===== src/design/ipq_pkg.sv =====
// Shared types and constants of the indexed priority task queue.
// Used by the cell row, the match selector and the top level; depends on nothing.
`default_nettype none

package ipq_pkg;

	localparam int ENTRIES_DEF = 64;
	localparam int TID_W       = 16;
	localparam int UID_W       = 16;
	localparam int PRIO_W      = 32;

	typedef enum logic [1:0] {
		CMD_ADD    = 2'd0,
		CMD_EDIT   = 2'd1,
		CMD_REMOVE = 2'd2,
		CMD_POP    = 2'd3
	} cmd_t;

	typedef enum logic [1:0] {
		ST_OK     = 2'd0,
		ST_EMPTY  = 2'd1,
		ST_FULL   = 2'd2,
		ST_ABSENT = 2'd3
	} status_t;

	// Contents of one cell of the sorted row.
	typedef struct packed {
		logic              valid;
		logic [TID_W-1:0]  tid;
		logic [UID_W-1:0]  uid;
		logic [PRIO_W-1:0] prio;
	} entry_t;

	// Broadcast from the sequencer to every cell.
	typedef struct packed {
		logic              match_en;
		logic              pop;
		logic              remove;
		logic              insert;
		logic [TID_W-1:0]  req_tid;
		logic [PRIO_W-1:0] victim_prio;
		logic [UID_W-1:0]  new_uid;
		logic [PRIO_W-1:0] new_prio;
	} op_t;

endpackage

`default_nettype wire


===== src/design/ipq_cell.sv =====
// One cell of the sorted task row: holds a single entry and moves it to a neighbour.
// Depends on ipq_pkg for the entry and operation structs.
`default_nettype none

module ipq_cell (
	input  wire logic           clk,
	input  wire logic           arst_n,
	input  wire ipq_pkg::op_t   ctrl,
	input  wire ipq_pkg::entry_t left_ent,
	input  wire logic           left_below,
	input  wire ipq_pkg::entry_t right_ent,
	output ipq_pkg::entry_t     ent,
	output logic                below,
	output logic                match
);

	logic                       valid_q;
	logic                       match_q;
	logic [ipq_pkg::TID_W-1:0]  tid_q;
	logic [ipq_pkg::UID_W-1:0]  uid_q;
	logic [ipq_pkg::PRIO_W-1:0] prio_q;

	logic [ipq_pkg::PRIO_W+ipq_pkg::TID_W-1:0] rank_self;
	logic [ipq_pkg::PRIO_W+ipq_pkg::TID_W-1:0] rank_victim;
	logic [ipq_pkg::PRIO_W+ipq_pkg::TID_W-1:0] rank_new;
	logic above_victim;
	logic take_right;
	logic take_left;
	logic take_new;

	assign rank_self   = {prio_q, tid_q};
	assign rank_victim = {ctrl.victim_prio, ctrl.req_tid};
	assign rank_new    = {ctrl.new_prio, ctrl.req_tid};

	// The row is sorted, so every cell that does not rank above the removed
	// entry closes the gap by taking its right neighbour.
	assign above_victim = valid_q && (rank_self > rank_victim);
	// The new entry ranks above this cell; an empty cell ranks below anything.
	assign below = !valid_q || (rank_new > rank_self);

	assign take_right = ctrl.pop || (ctrl.remove && !above_victim);
	assign take_left  = ctrl.insert && left_below;
	assign take_new   = ctrl.insert && !left_below && below;

	always_ff @(posedge clk or negedge arst_n) begin
		if (!arst_n) begin
			valid_q <= 1'b0;
			match_q <= 1'b0;
		end else begin
			priority if (take_right) begin
				valid_q <= right_ent.valid;
			end else if (take_left) begin
				valid_q <= left_ent.valid;
			end else if (take_new) begin
				valid_q <= 1'b1;
			end
			if (ctrl.match_en) begin
				match_q <= valid_q && (tid_q == ctrl.req_tid);
			end
		end
	end

	always_ff @(posedge clk) begin
		priority if (take_right) begin
			tid_q  <= right_ent.tid;
			uid_q  <= right_ent.uid;
			prio_q <= right_ent.prio;
		end else if (take_left) begin
			tid_q  <= left_ent.tid;
			uid_q  <= left_ent.uid;
			prio_q <= left_ent.prio;
		end else if (take_new) begin
			tid_q  <= ctrl.req_tid;
			uid_q  <= ctrl.new_uid;
			prio_q <= ctrl.new_prio;
		end
	end

	assign ent.valid = valid_q;
	assign ent.tid   = tid_q;
	assign ent.uid   = uid_q;
	assign ent.prio  = prio_q;
	assign match     = match_q;

endmodule

`default_nettype wire


===== config.mk =====
export PLATFORM = sky130hd
export DESIGN_NAME = ipq_cell
export DESIGN_NICKNAME = d
export VERILOG_FILES = /design/src/design/ipq_pkg.sv /design/src/design/ipq_cell.sv
export SDC_FILE = /design/constraint.sdc
export NUM_CORES = 1
export LEC_CHECK = 0
export BUFFER_PORTS_ARGS = -buffer_cell sky130_fd_sc_hd__buf_2
export CAP_MARGIN = 0
export CORE_MARGIN = 2
export CORE_UTILIZATION = 40
export DETAILED_ROUTE_END_ITERATION = 16
export PLACE_DENSITY = 0.71
export SLEW_MARGIN = 20
export SYNTH_ARGS = -nofsm -noshare
export SYNTH_HDL_FRONTEND = slang
export SYNTH_SLANG_ARGS = --single-unit

===== constraint.sdc =====
create_clock -name clk -period 8.2 [get_ports clk]
set_input_delay 0.41 -clock clk [delete_from_list [all_inputs] [get_ports clk]]
set_output_delay 0.41 -clock clk [all_outputs]
set_load 0.005 [all_outputs]

==> results.md <==
- Tcrit/Tclk final: 48.5%
- Crit path buf inv count: 2
- Hold Startpoint: ctrl[99]
- Worst Tran Pin Value: 0.964 ns
- Final hold violation count: 0
- Crit end category: flip-flop
- Final min period: 3.98 ns
- Clock Sinks: 66
- DR pass1 iterations: 4
- Arrival time worst endpoint: 3.97 ns
- FP Rows: 45
- F_max: 251 MHz
- DR vias: 5,214
- Startpoint Class: flip-flop
- Synthesized area per cell: 10.9 µm²
- Max Clock Skew: 0.00449 ns
- EDFF count, synth: 64
- Unique masters post-synth: 41
- Share of cells above drive strength 1: 52.1%
- Max clock buf depth: 2
- Maximum number of pins on one net before global-route repair: 66
- Final setup fails: 0
- Ports: 300
- Area delta synth->final: 33.2%
- DR iter-0 viols: 109
- Peak VDD IR: 87.6 µV
- Core ar.: 15,100 µm²
- DIE HEIGHT: 128 µm
- Wirelength, routed: 16.0 mm
- Netlist Area Pre-Place: 6120 µm²
- Setup TNS: 0 ns
- HPWL Detailed: 13.2 mm
- Final ANT Viol Nets: 0
- CP peak stage delay: 0.86 ns
- Crit-path cells: ha_1 > nand4_1 > nor4_1 > o311ai_0 > and4_1 > a311oi_4 > buf_4 > o21ai_4 > buf_4
- Critical-path top delay cell: nor4_1
- First-pass GRT wire length: 24.2 mm
- Placer Congestion: 0.846
- Skew-Pair Late Insertion Delay: 0.34 ns
- Setup Buffers After CTS: 0
- Yosys reg bits: 66
- Inserted Diodes: 0
- Max Slew Vio Count: 0
- Starting density of the core: 40.5%
- Ys async rst share: 3.03%
- Fin nets: 1,188
- Wire per inst: 15.2 µm
- H-tree depth: 3
- Routed vias/inst: 4.96
- CP Class: reg -> reg
- Sequential fraction of the synthesis area: 32.2%
- Core Util, Final: 54.0%
- CP Max Fanout: 64
- Req. time, crit path: 8.19 ns
- Antenna violations before repair: 1
- Root Buffer: clkbuf_16
- Cts repair resizes: 0
- Pwr Density: 167 nW/µm²
- Die width: 128 µm
- Setup repair after global routing missed its margin: false
- Most used cell, CP: buf_4
- Top delay family on crit path: simple AND/OR/NAND/NOR gates
- Final global-route overflow total: 0
- Number of synthesis warnings: 0
- Status: complete, no violations
- Clock transition at the registers of the reported paths: 0.06 ns
- Worst min path class: in -> reg
- Port Buffers: 299
- Crit path launch: prio_q[29]$_DFFE_PP_
- Syn_nets: 888
- Slew headroom: 35.1%
- CTS buffer count: 9
- Top_reg_cell synth: edfxtp_1
- FF-to-FF Start: prio_q[29]$_DFFE_PP_
- Total track usage: 19.1%
- Die area: 16,300 µm²
- Lkg Pwr: 0.00426 µW
- Post-Synthesis Cells: 559
- Residual DRC: 0
- Max_cap viols: 0
- Vias in the first global route: 5,120
- TritonCTS clock tree: yes
-- metrics by stage --
| stage | instances | hold slack [ns] | total power, µW | setup slack [ns] | cell area [µm²] |
|---|---|---|---|---|---|
| after floorplan | 559 | 0.114 | 744 | 1.36 | 6120 |
| after global placement | 1035 | 0.201 | 905 | 4.21 | 7790 |
| after detailed placement | 1035 | 0.199 | 916 | 4.11 | 7790 |
| after CTS | 1052 | 0.253 | 1380 | 4.13 | 8150 |
| after global routing | 1052 | 0.298 | 1440 | 3.84 | 8150 |
| final | 1052 | 0.270 | 1360 | 4.22 | 8150 |
-- worst paths after layout --
path | slack [ns] | endpoint | cells after the start
worst max-delay path | 4.22 | prio_q[26]$_DFFE_PP_ | 9
worst min-delay path | 0.27 | match$_DFFE_PN0P_ | 2
worst max register to register | 4.22 | prio_q[26]$_DFFE_PP_ | 9
worst min register to register | 0.56 | match$_DFFE_PN0P_ | 2
max in group asynchronous | 7.70 | match$_DFFE_PN0P_ | 2
min in group asynchronous | 0.41 | valid_q$_DFFE_PN0P_ | 2
-- state kept, by name (all words and copies together) (netlist names) --
| name | count |
|---|---|
| match | 1 |
| prio_q | 32 |
| tid_q | 16 |
| uid_q | 16 |
| valid_q | 1 |
-- cell families after synthesis --
logic type	after synthesis	share of synthesized area, %
flops	66	32.2
simple gates	72	5.99
compound gates	80	7.98
mux	130	26.2
fa+ha+maj	96	19.6
buf+inv	115	7.96
-- metal layers --
| metal | wire length (µm) | GRT usage (%) | up-vias | part of all wire [%] |
|---|---|---|---|---|
| li1 | - | - | 2608 | - |
| met2 | 8110 | 35.0 | 192 | 51 |
| met5 | 0 | 0 | - | 0 |
| met1 | 6610 | 21.8 | 2385 | 41 |
| met3 | 890 | 3.38 | 29 | 5.6 |
| met4 | 408 | 8.34 | 0 | 2.5 |
-- repair_timing --
action	in CTS	in global routing
endpoints found under the hold margin	2	0
hold buffers	1	0
setup endpoints to repair	0	0
-- report_power, final --
part | total, µW | switching [µW] | internal (µW)
clock | 454 | 156 | 298
sequential | 469 | 34.2 | 435
combinational | 435 | 207 | 229
total | 1360 | 396 | 962
-- cell type report --
type                            instances  area (µm²)
Clock buffer                           10         229
Timing Repair Buffer                  304        1540
Inverter                              100         375
Sequential cell                        66        1970
Multi-Input combinational cell        378        3680
Tap cell                              188         235
Clock inverter                          6         115
Fill cell                            1376        6940
-- Yosys cell counts (5+ instances only) --
| cell | number | area share [%] |
|---|---|---|
| nand4_1 | 14 | 1.4 |
| edfxtp_1 | 64 | 31 |
| nor2_1 | 6 | 0.37 |
| nor3_1 | 5 | 0.41 |
| nand3_1 | 14 | 1.1 |
| a21o_1 | 10 | 1.2 |
| ha_1 | 96 | 20 |
| o21ai_0 | 13 | 1.1 |
| clkbuf_1 | 7 | 0.43 |
| nand2_1 | 21 | 1.3 |
| a21oi_1 | 37 | 3.0 |
| inv_1 | 100 | 6.1 |
| mux2_4 | 38 | 9.3 |
| mux2_2 | 90 | 17 |
-- cells in the final DEF, fill, tap and decap left out, types with 12 or more instances in the layout --
master    Yosys  routed
a21oi_1      37      37
buf_2         2     299
edfxtp_1     64      64
ha_1         96      96
inv_1       100     100
mux2_2       90      90
mux2_4       38      38
nand2_1      21      20
nand3_1      14      14
nand4_1      14      14
o21ai_0      13      12
-- worst reg2reg max path, cell delays in order (launching register included) --
cell and delay (ns):
edfxtp_1 0.46, ha_1 0.33, nand4_1 0.13, nor4_1 0.86
o311ai_0 0.27, and4_1 0.29, a311oi_4 0.22, buf_4 0.54
o21ai_4 0.10, buf_4 0.40
Power figures use the tool's default switching activity.
